<file path="config.mk">
export PLATFORM = sky130hd
export DESIGN_NAME = landscape_test_pattern_pixel_flat
export DESIGN_NICKNAME = d
export VERILOG_FILES = /design/src/rtl/ltpp_pkg.sv /design/src/rtl/ltpp_in_if.sv /design/src/rtl/ltpp_out_if.sv /design/src/rtl/ltpp_grad.sv /design/src/rtl/ltpp_sun.sv /design/src/rtl/ltpp_blend.sv /design/src/rtl/landscape_test_pattern_pixel.sv /design/src/flat_wrapper.sv
export SDC_FILE = /design/constraint.sdc
export NUM_CORES = 2
export LEC_CHECK = 0
export BUFFER_PORTS_ARGS = -buffer_cell sky130_fd_sc_hd__buf_2
export CAP_MARGIN = 20
export CORE_ASPECT_RATIO = 0.9
export CORE_MARGIN = 2
export CORE_UTILIZATION = 47
export DETAILED_ROUTE_END_ITERATION = 10
export PLACE_DENSITY_LB_ADDON = 0.12
export SYNTH_ARGS = -nofsm -noshare
export SYNTH_HDL_FRONTEND = slang
export SYNTH_SLANG_ARGS = --single-unit
</file>
<file path="constraint.sdc">
create_clock -name clk -period 17.4 [get_ports clk]
set_input_delay 2.61 -clock clk [delete_from_list [all_inputs] [get_ports clk]]
set_output_delay 2.61 -clock clk [all_outputs]
set_load 0.01 [all_outputs]
</file>
<file path="src/rtl/ltpp_pkg.sv">
// ----------------------------------------------------------------------------
// ltpp_pkg: shared types and constants of the landscape test pattern pixel
// Coordinate widths, colour constants, sun geometry and the reciprocal
// multipliers that replace the constant divisions.
// ----------------------------------------------------------------------------
package ltpp_pkg;

  localparam int CoordW = 8;
  localparam int ChanW  = 8;

  // Numerators of the gradient divisions stay below 2^14.
  localparam int NumW   = 14;
  localparam int RecipW = 14;
  localparam int ProdW  = NumW + RecipW;
  localparam int RecipShift = 20;

  localparam logic [CoordW-1:0] HORIZON_ROW = 8'd88;

  // Sky numerators: 140y, 80y and 60y + 87 (the last gives a ceiling).
  localparam logic [NumW-1:0] SKY_R_MUL  = 14'd140;
  localparam logic [NumW-1:0] SKY_G_MUL  = 14'd80;
  localparam logic [NumW-1:0] SKY_B_MUL  = 14'd60;
  localparam logic [NumW-1:0] SKY_B_RND  = 14'd87;
  // Ground numerators: 40u, 30u + 71 (ceiling) and 15u.
  localparam logic [NumW-1:0] GND_R_MUL  = 14'd40;
  localparam logic [NumW-1:0] GND_G_MUL  = 14'd30;
  localparam logic [NumW-1:0] GND_G_RND  = 14'd71;
  localparam logic [NumW-1:0] GND_B_MUL  = 14'd15;

  // ceil(2^20 / 88) and ceil(2^20 / 72). Both overshoot 2^20 by 32 once
  // multiplied back, and n * 32 stays below 2^20 for every numerator that
  // can occur, so (n * M) >> 20 is the exact floor of the quotient.
  localparam logic [RecipW-1:0] RECIP_88  = 14'd11916;
  localparam logic [RecipW-1:0] RECIP_72  = 14'd14564;

  localparam logic [ChanW-1:0] SKY_R_BASE = 8'd70;
  localparam logic [ChanW-1:0] SKY_G_BASE = 8'd130;
  localparam logic [ChanW-1:0] SKY_B_BASE = 8'd220;
  localparam logic [ChanW-1:0] GND_R_BASE = 8'd50;
  localparam logic [ChanW-1:0] GND_G_BASE = 8'd100;
  localparam logic [ChanW-1:0] GND_B_BASE = 8'd30;

  // Sun centre in coordinates scaled by five.
  localparam int DeltaW = 11;
  localparam int SqW    = 21;
  localparam int DistW  = 22;
  localparam int GlowW  = 14;
  localparam logic [DeltaW-1:0] SUN_X5 = 11'd864;
  localparam logic [DeltaW-1:0] SUN_Y5 = 11'd176;
  localparam logic [DistW-1:0]  SUN_CORE_D = 22'd8100;
  localparam logic [DistW-1:0]  SUN_GLOW_D = 22'd16900;

  // ceil(2^20 / 110) and ceil(2^20 / 176); exact for a glow term up to 8800.
  // The divide by 880 is the divide by 110 followed by a shift of three.
  localparam logic [RecipW-1:0] RECIP_110 = 14'd9533;
  localparam logic [RecipW-1:0] RECIP_176 = 14'd5958;

  localparam logic [ChanW-1:0] CORE_R = 8'd255;
  localparam logic [ChanW-1:0] CORE_G = 8'd230;
  localparam logic [ChanW-1:0] CORE_B = 8'd80;
  localparam logic [ChanW-1:0] CHAN_MAX = 8'd255;

  typedef struct packed {
    logic [ChanW-1:0] r;
    logic [ChanW-1:0] g;
    logic [ChanW-1:0] b;
  } rgb_t;

  typedef struct packed {
    logic             core;
    logic [ChanW-1:0] add_r;
    logic [ChanW-1:0] add_g;
    logic [ChanW-1:0] add_b;
  } sun_t;

  // Load enables of the five pipeline stages.
  typedef struct packed {
    logic s1;
    logic s2;
    logic s3;
    logic s4;
    logic s5;
  } stage_en_t;

endpackage

</file>
<file path="src/rtl/ltpp_in_if.sv">
// ----------------------------------------------------------------------------
// ltpp_in_if: coordinate channel
// Valid/ready channel that carries one pixel coordinate per item.
// ----------------------------------------------------------------------------
interface ltpp_in_if;
  logic                         valid;
  logic                         ready;
  logic [ltpp_pkg::CoordW-1:0]  column;
  logic [ltpp_pkg::CoordW-1:0]  row;

  modport source (output valid, output column, output row, input ready);
  modport sink   (input valid, input column, input row, output ready);
endinterface

</file>
<file path="src/rtl/ltpp_out_if.sv">
// ----------------------------------------------------------------------------
// ltpp_out_if: colour channel
// Valid/ready channel that carries one pixel colour per item.
// ----------------------------------------------------------------------------
interface ltpp_out_if;
  logic                        valid;
  logic                        ready;
  logic [ltpp_pkg::ChanW-1:0]  red;
  logic [ltpp_pkg::ChanW-1:0]  green;
  logic [ltpp_pkg::ChanW-1:0]  blue;

  modport source (output valid, output red, output green, output blue, input ready);
  modport sink   (input valid, input red, input green, input blue, output ready);
endinterface

</file>
<file path="src/rtl/ltpp_grad.sv">
// ----------------------------------------------------------------------------
// ltpp_grad: sky and ground gradient
// Stage 1 forms the numerators, stage 2 divides by reciprocal multiplication,
// stage 3 applies the channel offsets and stage 4 aligns with the sun path.
// ----------------------------------------------------------------------------
module ltpp_grad (
  input  logic                         clk,
  input  ltpp_pkg::stage_en_t          en,
  input  logic [ltpp_pkg::CoordW-1:0]  row,
  output ltpp_pkg::rgb_t               base
);

  logic                         sky_s1_r, sky_s2_r;
  logic [ltpp_pkg::NumW-1:0]    nr_s1_r, ng_s1_r, nb_s1_r;
  logic [ltpp_pkg::RecipW-1:0]  recip_s1_r;
  logic [ltpp_pkg::ChanW-1:0]   qr_s2_r, qg_s2_r, qb_s2_r;
  ltpp_pkg::rgb_t               base_s3_r, base_s4_r;

  logic                         sky_nxt;
  logic [ltpp_pkg::NumW-1:0]    row_w, gnd_w;
  logic [ltpp_pkg::NumW-1:0]    nr_nxt, ng_nxt, nb_nxt;
  logic [ltpp_pkg::ProdW-1:0]   pr, pg, pb;
  ltpp_pkg::rgb_t               base_nxt;

  always_comb begin
    sky_nxt = row < ltpp_pkg::HORIZON_ROW;
    row_w   = ltpp_pkg::NumW'(row);
    gnd_w   = ltpp_pkg::NumW'(row - ltpp_pkg::HORIZON_ROW);
    if (sky_nxt) begin
      nr_nxt = row_w * ltpp_pkg::SKY_R_MUL;
      ng_nxt = row_w * ltpp_pkg::SKY_G_MUL;
      nb_nxt = row_w * ltpp_pkg::SKY_B_MUL + ltpp_pkg::SKY_B_RND;
    end else begin
      nr_nxt = gnd_w * ltpp_pkg::GND_R_MUL;
      ng_nxt = gnd_w * ltpp_pkg::GND_G_MUL + ltpp_pkg::GND_G_RND;
      nb_nxt = gnd_w * ltpp_pkg::GND_B_MUL;
    end
  end

  always_ff @(posedge clk) begin
    if (en.s1) begin
      sky_s1_r   <= sky_nxt;
      nr_s1_r    <= nr_nxt;
      ng_s1_r    <= ng_nxt;
      nb_s1_r    <= nb_nxt;
      recip_s1_r <= sky_nxt ? ltpp_pkg::RECIP_88 : ltpp_pkg::RECIP_72;
    end
  end

  always_comb begin
    pr = ltpp_pkg::ProdW'(nr_s1_r) * ltpp_pkg::ProdW'(recip_s1_r);
    pg = ltpp_pkg::ProdW'(ng_s1_r) * ltpp_pkg::ProdW'(recip_s1_r);
    pb = ltpp_pkg::ProdW'(nb_s1_r) * ltpp_pkg::ProdW'(recip_s1_r);
  end

  always_ff @(posedge clk) begin
    if (en.s2) begin
      sky_s2_r <= sky_s1_r;
      qr_s2_r  <= pr[ltpp_pkg::RecipShift +: ltpp_pkg::ChanW];
      qg_s2_r  <= pg[ltpp_pkg::RecipShift +: ltpp_pkg::ChanW];
      qb_s2_r  <= pb[ltpp_pkg::RecipShift +: ltpp_pkg::ChanW];
    end
  end

  // No offset sum leaves the 8-bit range for any row.
  always_comb begin
    if (sky_s2_r) begin
      base_nxt.r = ltpp_pkg::SKY_R_BASE + qr_s2_r;
      base_nxt.g = ltpp_pkg::SKY_G_BASE + qg_s2_r;
      base_nxt.b = ltpp_pkg::SKY_B_BASE - qb_s2_r;
    end else begin
      base_nxt.r = ltpp_pkg::GND_R_BASE + qr_s2_r;
      base_nxt.g = ltpp_pkg::GND_G_BASE - qg_s2_r;
      base_nxt.b = ltpp_pkg::GND_B_BASE + qb_s2_r;
    end
  end

  always_ff @(posedge clk) begin
    if (en.s3) begin
      base_s3_r <= base_nxt;
    end
    if (en.s4) begin
      base_s4_r <= base_s3_r;
    end
  end

  assign base = base_s4_r;

endmodule

</file>
<file path="src/rtl/ltpp_sun.sv">
// ----------------------------------------------------------------------------
// ltpp_sun: sun disc and glow
// Stage 1 forms the scaled distances, stage 2 squares them, stage 3 sums
// and classifies, stage 4 divides the glow term into per-channel boosts.
// ----------------------------------------------------------------------------
module ltpp_sun (
  input  logic                         clk,
  input  ltpp_pkg::stage_en_t          en,
  input  logic [ltpp_pkg::CoordW-1:0]  column,
  input  logic [ltpp_pkg::CoordW-1:0]  row,
  output ltpp_pkg::sun_t               sun
);

  localparam int SqProdW = 2 * ltpp_pkg::DeltaW;

  logic [ltpp_pkg::DeltaW-1:0]  adx_s1_r, ady_s1_r;
  logic [ltpp_pkg::SqW-1:0]     sqx_s2_r, sqy_s2_r;
  logic                         core_s3_r;
  logic [ltpp_pkg::GlowW-1:0]   glow_s3_r;
  ltpp_pkg::sun_t               sun_s4_r;

  logic [ltpp_pkg::DeltaW-1:0]  x5, y5, adx_nxt, ady_nxt;
  logic [SqProdW-1:0]           sqx, sqy;
  logic [ltpp_pkg::DistW-1:0]   dist_sq;
  logic [ltpp_pkg::DistW-1:0]   glow_full;
  logic [ltpp_pkg::GlowW-1:0]   glow_nxt;
  logic [ltpp_pkg::ProdW-1:0]   p110, p176;
  ltpp_pkg::sun_t               sun_nxt;

  // Absolute distances only: the squares do not need the sign.
  always_comb begin
    x5 = (ltpp_pkg::DeltaW'(column) << 2) + ltpp_pkg::DeltaW'(column);
    y5 = (ltpp_pkg::DeltaW'(row) << 2) + ltpp_pkg::DeltaW'(row);
    adx_nxt = (x5 >= ltpp_pkg::SUN_X5) ? x5 - ltpp_pkg::SUN_X5 : ltpp_pkg::SUN_X5 - x5;
    ady_nxt = (y5 >= ltpp_pkg::SUN_Y5) ? y5 - ltpp_pkg::SUN_Y5 : ltpp_pkg::SUN_Y5 - y5;
  end

  always_ff @(posedge clk) begin
    if (en.s1) begin
      adx_s1_r <= adx_nxt;
      ady_s1_r <= ady_nxt;
    end
  end

  always_comb begin
    sqx = SqProdW'(adx_s1_r) * SqProdW'(adx_s1_r);
    sqy = SqProdW'(ady_s1_r) * SqProdW'(ady_s1_r);
  end

  always_ff @(posedge clk) begin
    if (en.s2) begin
      sqx_s2_r <= sqx[ltpp_pkg::SqW-1:0];
      sqy_s2_r <= sqy[ltpp_pkg::SqW-1:0];
    end
  end

  // Outside the glow ring the boost term is zero, which leaves the base
  // colour untouched in the final stage.
  always_comb begin
    dist_sq   = ltpp_pkg::DistW'(sqx_s2_r) + ltpp_pkg::DistW'(sqy_s2_r);
    glow_full = ltpp_pkg::SUN_GLOW_D - dist_sq;
    glow_nxt  = (dist_sq < ltpp_pkg::SUN_GLOW_D) ? glow_full[ltpp_pkg::GlowW-1:0] : '0;
  end

  always_ff @(posedge clk) begin
    if (en.s3) begin
      core_s3_r <= dist_sq < ltpp_pkg::SUN_CORE_D;
      glow_s3_r <= glow_nxt;
    end
  end

  always_comb begin
    p110 = ltpp_pkg::ProdW'(glow_s3_r) * ltpp_pkg::ProdW'(ltpp_pkg::RECIP_110);
    p176 = ltpp_pkg::ProdW'(glow_s3_r) * ltpp_pkg::ProdW'(ltpp_pkg::RECIP_176);
    sun_nxt.core  = core_s3_r;
    sun_nxt.add_r = p110[ltpp_pkg::RecipShift +: ltpp_pkg::ChanW];
    sun_nxt.add_g = p176[ltpp_pkg::RecipShift +: ltpp_pkg::ChanW];
    sun_nxt.add_b = sun_nxt.add_r >> 3;
  end

  always_ff @(posedge clk) begin
    if (en.s4) begin
      sun_s4_r <= sun_nxt;
    end
  end

  assign sun = sun_s4_r;

endmodule

</file>
<file path="src/rtl/ltpp_blend.sv">
// ----------------------------------------------------------------------------
// ltpp_blend: colour blend and output register
// Adds the glow boost to the gradient colour with saturation, or paints the
// sun core, and holds the result for the output channel.
// ----------------------------------------------------------------------------
module ltpp_blend (
  input  logic                 clk,
  input  ltpp_pkg::stage_en_t  en,
  input  ltpp_pkg::rgb_t       base,
  input  ltpp_pkg::sun_t       sun,
  output ltpp_pkg::rgb_t       pixel
);

  localparam int SumW = ltpp_pkg::ChanW + 1;

  ltpp_pkg::rgb_t          pixel_r;
  ltpp_pkg::rgb_t          pixel_nxt;
  logic [SumW-1:0]         sum_r, sum_g, sum_b;

  function automatic logic [ltpp_pkg::ChanW-1:0] sat8(input logic [SumW-1:0] v);
    sat8 = v[SumW-1] ? ltpp_pkg::CHAN_MAX : v[ltpp_pkg::ChanW-1:0];
  endfunction

  always_comb begin
    sum_r = SumW'(base.r) + SumW'(sun.add_r);
    sum_g = SumW'(base.g) + SumW'(sun.add_g);
    sum_b = SumW'(base.b) + SumW'(sun.add_b);
    if (sun.core) begin
      pixel_nxt.r = ltpp_pkg::CORE_R;
      pixel_nxt.g = ltpp_pkg::CORE_G;
      pixel_nxt.b = ltpp_pkg::CORE_B;
    end else begin
      pixel_nxt.r = sat8(sum_r);
      pixel_nxt.g = sat8(sum_g);
      pixel_nxt.b = sat8(sum_b);
    end
  end

  always_ff @(posedge clk) begin
    if (en.s5) begin
      pixel_r <= pixel_nxt;
    end
  end

  assign pixel = pixel_r;

endmodule

</file>
<file path="src/rtl/landscape_test_pattern_pixel.sv">
// ----------------------------------------------------------------------------
// landscape_test_pattern_pixel: landscape test pattern pixel generator
// Maps a pixel coordinate of a 240x160 frame to the colour of a sky and
// ground gradient with a sun disc and glow ring.
//
//   channel  direction  payload                    handshake
//   in_ch    sink       column[8], row[8]          valid/ready
//   out_ch   source     red[8], green[8], blue[8]  valid/ready
//
// Five register stages; the fifth is the output register. An item is taken
// every cycle unless a stall at the output has filled every stage, and its
// colour is presented from the output register once it has passed all five.
// Each stage has its own valid bit and loads when it is empty or when the
// stage after it moves, so a stall at the output fills bubbles first.
// Reset clears the valid bits only; payload registers keep their contents.
// ----------------------------------------------------------------------------
module landscape_test_pattern_pixel (
  input  logic         clk,
  input  logic         rst_n,
  ltpp_in_if.sink      in_ch,
  ltpp_out_if.source   out_ch
);

  localparam int Stages = 5;

  logic [Stages-1:0]    valid_r;
  logic [Stages-1:0]    load;
  ltpp_pkg::stage_en_t  en;
  ltpp_pkg::rgb_t       base;
  ltpp_pkg::sun_t       sun;
  ltpp_pkg::rgb_t       pixel;

  // load[i] is the enable of stage i + 1; the last stage waits on out_ch.
  always_comb begin
    load[Stages-1] = !valid_r[Stages-1] || out_ch.ready;
    for (int i = Stages - 2; i >= 0; i--) begin
      load[i] = !valid_r[i] || load[i+1];
    end
    en.s1 = load[0];
    en.s2 = load[1];
    en.s3 = load[2];
    en.s4 = load[3];
    en.s5 = load[4];
  end

  always_ff @(posedge clk) begin
    if (!rst_n) begin
      valid_r <= '0;
    end else begin
      if (load[0]) begin
        valid_r[0] <= in_ch.valid;
      end
      for (int i = 1; i < Stages; i++) begin
        if (load[i]) begin
          valid_r[i] <= valid_r[i-1];
        end
      end
    end
  end

  ltpp_grad u_grad (
    .clk  (clk),
    .en   (en),
    .row  (in_ch.row),
    .base (base)
  );

  ltpp_sun u_sun (
    .clk    (clk),
    .en     (en),
    .column (in_ch.column),
    .row    (in_ch.row),
    .sun    (sun)
  );

  ltpp_blend u_blend (
    .clk   (clk),
    .en    (en),
    .base  (base),
    .sun   (sun),
    .pixel (pixel)
  );

  assign in_ch.ready  = load[0];
  assign out_ch.valid = valid_r[Stages-1];
  assign out_ch.red   = pixel.r;
  assign out_ch.green = pixel.g;
  assign out_ch.blue  = pixel.b;

endmodule
</file>
<file path="src/flat_wrapper.sv">
// flat-port wrapper written by rule: the top's interface ports become plain ports
module landscape_test_pattern_pixel_flat 
  (clk, rst_n, in_ch_valid, in_ch_column, in_ch_row, in_ch_ready, out_ch_valid, out_ch_red, out_ch_green, out_ch_blue, out_ch_ready);
  ltpp_in_if in_ch_i ();
  ltpp_out_if out_ch_i ();
  input  logic clk;
  input  logic rst_n;
  input wire logic [$bits(in_ch_i.valid)-1:0] in_ch_valid;
  input wire logic [$bits(in_ch_i.column)-1:0] in_ch_column;
  input wire logic [$bits(in_ch_i.row)-1:0] in_ch_row;
  output wire logic [$bits(in_ch_i.ready)-1:0] in_ch_ready;
  output wire logic [$bits(out_ch_i.valid)-1:0] out_ch_valid;
  output wire logic [$bits(out_ch_i.red)-1:0] out_ch_red;
  output wire logic [$bits(out_ch_i.green)-1:0] out_ch_green;
  output wire logic [$bits(out_ch_i.blue)-1:0] out_ch_blue;
  input wire logic [$bits(out_ch_i.ready)-1:0] out_ch_ready;
  assign in_ch_i.valid = in_ch_valid;
  assign in_ch_i.column = in_ch_column;
  assign in_ch_i.row = in_ch_row;
  assign in_ch_ready = in_ch_i.ready;
  assign out_ch_valid = out_ch_i.valid;
  assign out_ch_red = out_ch_i.red;
  assign out_ch_green = out_ch_i.green;
  assign out_ch_blue = out_ch_i.blue;
  assign out_ch_i.ready = out_ch_ready;
  landscape_test_pattern_pixel u_core (.clk(clk), .rst_n(rst_n), .in_ch(in_ch_i), .out_ch(out_ch_i));
endmodule
</file>
==> run_results.csv <==
group,metric,value,unit
die,die-area,0.0867,mm^2
logic_synthesis,avgSynthCellArea,10.2,um^2
final_layout,drive_above_1_share,3.46,%
cts,tritoncts,"yes",
grt,track_usage,18.9,%
cts,path_clk_slew,60,ps
drt,detail_route.iter0.violations,1109,
drt,wl_per_cell,15.2,um
final_layout,antenna_cells,0,
status,status,"finished, final reports clean",
final_layout,fill_cells,7840,
logic_synthesis,synth_cells,3877,
timing,finalCritPeriodShare,40.3,%
critical_path,cp.arrival,7310,ps
logic_synthesis,synth.area.top_cells,"fa_1 (27%), ha_1 (25%), edfxtp_1 (18%), inv_1 (8.3%), xnor2_1 (3.6%)",
timing,slew_headroom,44.4,%
drt,ant_nets,0,
drt,wl_met3,2800,um
timing,skew,39.1,ps
critical_path,endpoint_kind,"register",
grt,grt_pass1_vias,25900,
job,cap_viol_max_count,0,
logic_synthesis,synthTopCellsByCount,"inv_1 (880), ha_1 (780), fa_1 (543)",
logic_synthesis,yosysTopAreaCell,"fa_1",
cts,post_cts_resized,0,
critical_path,cp_max_fo,14,
timing,setup_violations,0,
timing,finalCriticalPeriod,7010,ps
timing,hold_viol_final,0,
logic_synthesis,yosys.area.top_type_share,27.4,%
timing,fmax,143,MHz
timing,setup-tns-final,0,ps
final_layout,nets,5255,
grt,grt_overflow,0,
cts,hold_buffers,0,
grt,grt_max_degree,49,
logic_synthesis,ys_types,77,
die,start_util,47.2,%
final_layout,fin_cells,5067,
drt,wl_met2,32600,um
cts,clockRootBuffer,"clkbuf_16",
timing,rsz0062_at_grt,"no",
drt,drc_errors,0,
critical_path,crit_type,"input pin to register",
critical_path,start_kind,"input pin",
critical_path,worstPathRequired,17710,ps
placement,globalplace.congestion,0.847,
logic_synthesis,ys.flop_type,"edfxtp_1",
drt,dr.pass1.iters,5,
logic_synthesis,synth_area,0.0397,mm^2
die,std_cell_rows,101,
cts,cts_buffer_depth,3,
drt,drt-total-wl,77000,um
die,ios,46,
grt,grt_pass1_wl,132000,um
logic_synthesis,synth-async-reset-ratio,0,%
final_layout,multi_input_area,0.0291,mm^2
final_layout,ff_latch_area,0.00707,mm^2
cts,post_cts_buffers,0,
placement,hpwl,66100,um
drt,top_layer,"met4",
die,die_h,280,um
timing,tightest_slew,834,ps
placement,port_buffers,45,
drt,routed_via_density,4.96,
cts,clock_latency,590,ps
drt,wl_met1,40600,um
logic_synthesis,ys_seq_area_share,17.8,%
cts,h-tree-depth,1,
final_layout,area_growth,6.26,%
logic_synthesis,ys_ff_latch,237,
min_path,hold_path.class,"register to register",
logic_synthesis,synth_edf_count,232,
logic_synthesis,yosysWarnings,0,
logic_synthesis,syn_nets,5220,
placement,place_inst,5013,
timing,slew_violations,0,
die,fp.dieW,310,um
drt,vias,25100,
cts,cts_inserted_buffers,30,
die,core,0.0840,mm^2
logic_synthesis,yosysMostFrequentCell,"inv_1",
cts,cts_sinks,237,
grt,antenna_found_initial,1,
worst max-delay path, stage by stage:
cell       delay, ps
buf_2            350
inv_1            320
ha_1             550
inv_1            250
fa_1             580
inv_1             50
fa_1             500
inv_1             40
ha_1             390
inv_1            110
a2111oi_0        380
a211oi_1         160
o21ai_0          170
o21ai_0          170
nor4_1           400
xor2_1           180
a22oi_1          100
registers in the layout, summed over array words and instances (netlist names):
| name | flops |
|---|---|
| u_core.u_grad.qr_s2_r | 8 |
| u_core.u_grad.qg_s2_r | 8 |
| u_core.u_sun.sun | 16 |
| u_core.u_grad.nr_s1_r | 12 |
| u_core.u_sun.sqy_s2_r | 20 |
| u_core.u_sun.core_s3_r | 1 |
| u_core.u_grad.qb_s2_r | 8 |
| u_core.u_sun.sqx_s2_r | 20 |
| u_core.u_sun.ady_s1_r | 11 |
| u_core.u_grad.base_s3_r | 24 |
| u_core.u_grad.recip_s1_r | 2 |
| u_core.u_grad.base | 24 |
| u_core.u_blend.pixel | 24 |
| u_core.u_grad.ng_s1_r | 14 |
| u_core.u_sun.adx_s1_r | 11 |
| u_core.u_grad.sky_s2_r | 1 |
| u_core.u_grad.nb_s1_r | 14 |
| u_core.u_sun.glow_s3_r | 14 |
| u_core.valid_r | 5 |
cells by family (layout without fill, tap and decap cells):
kind of cell / after synthesis / in the layout / share of synthesized area (%)
compound gates: 476 / 476 / 7.56
flops: 237 / 237 / 17.8
fa+ha+maj: 1323 / 1323 / 52.0
xor+xnor: 235 / 235 / 5.19
mux: 15 / 15 / 0.401
buf+inv: 934 / 991 / 8.88
simple gates: 657 / 657 / 8.14
path summary, 6_finish.rpt:
path	startpoint	to	slack (ps)	cells past startpoint
min	u_core.u_grad.base_s3_r[13]	u_core.u_grad.base[13]	410	0
max	in_ch_row[3]	u_core.u_grad.ng_s1_r[13]	10390	17
max reg2reg	u_core.u_grad.recip_s1_r[6]	u_core.u_grad.qb_s2_r[7]	10520	20
min reg2reg	u_core.u_grad.base_s3_r[13]	u_core.u_grad.base[13]	410	0
metrics by stage:
stage / instance area (um^2) / setup slack [ps] / utilization (%) / hold WS [ps]
after global routing: 42100 / 9920 / 50.2 / 424
after floorplan: 39700 / 10170 / - / 400
after detailed placement: 41200 / 9720 / 49.0 / 405
after global placement: 41200 / 9760 / 49.0 / 402
after CTS: 42100 / 10350 / 50.2 / 418
final: 42100 / 10390 / 50.2 / 415
cell type report:
type                       instances  share of cell area [%]
sequential                       237                    16.8
inverter                         882                    7.86
clock buffer                      34                    1.87
clock inverter                    20                   0.410
tap                             1133                    3.36
timing repair buffer              55                   0.713
multi-input combinational       2706                    69.0
layer usage:
layer / track usage [%] / vias up
met4: 2.51 / 0
met5: 0 / -
met2: 28.6 / 317
li1: - / 12700
met3: 2.34 / 60
met1: 29.4 / 12100
layout by cell type, fill, tap and decap left out, types with 20 or more instances in the layout:
cell type | Yosys | routed
xnor2_1 | 161 | 161
edfxtp_1 | 232 | 232
nor2_1 | 141 | 141
buf_2 | 1 | 45
nand2b_1 | 31 | 31
nand3_1 | 30 | 29
fa_1 | 543 | 543
ha_1 | 780 | 780
nor3_1 | 29 | 29
nor2b_1 | 31 | 31
xor2_1 | 74 | 74
a21o_1 | 46 | 46
a21oi_1 | 149 | 149
a211oi_1 | 20 | 20
o21ai_0 | 114 | 114
and3_1 | 22 | 22
nand2_1 | 195 | 194
inv_1 | 880 | 880
and2_1 | 121 | 121
clkbuf_16 | 0 | 31
Power is left out: the tool's default activity adds up to more than one toggle a clock period on the data nets, which glitch-free logic cannot reach.
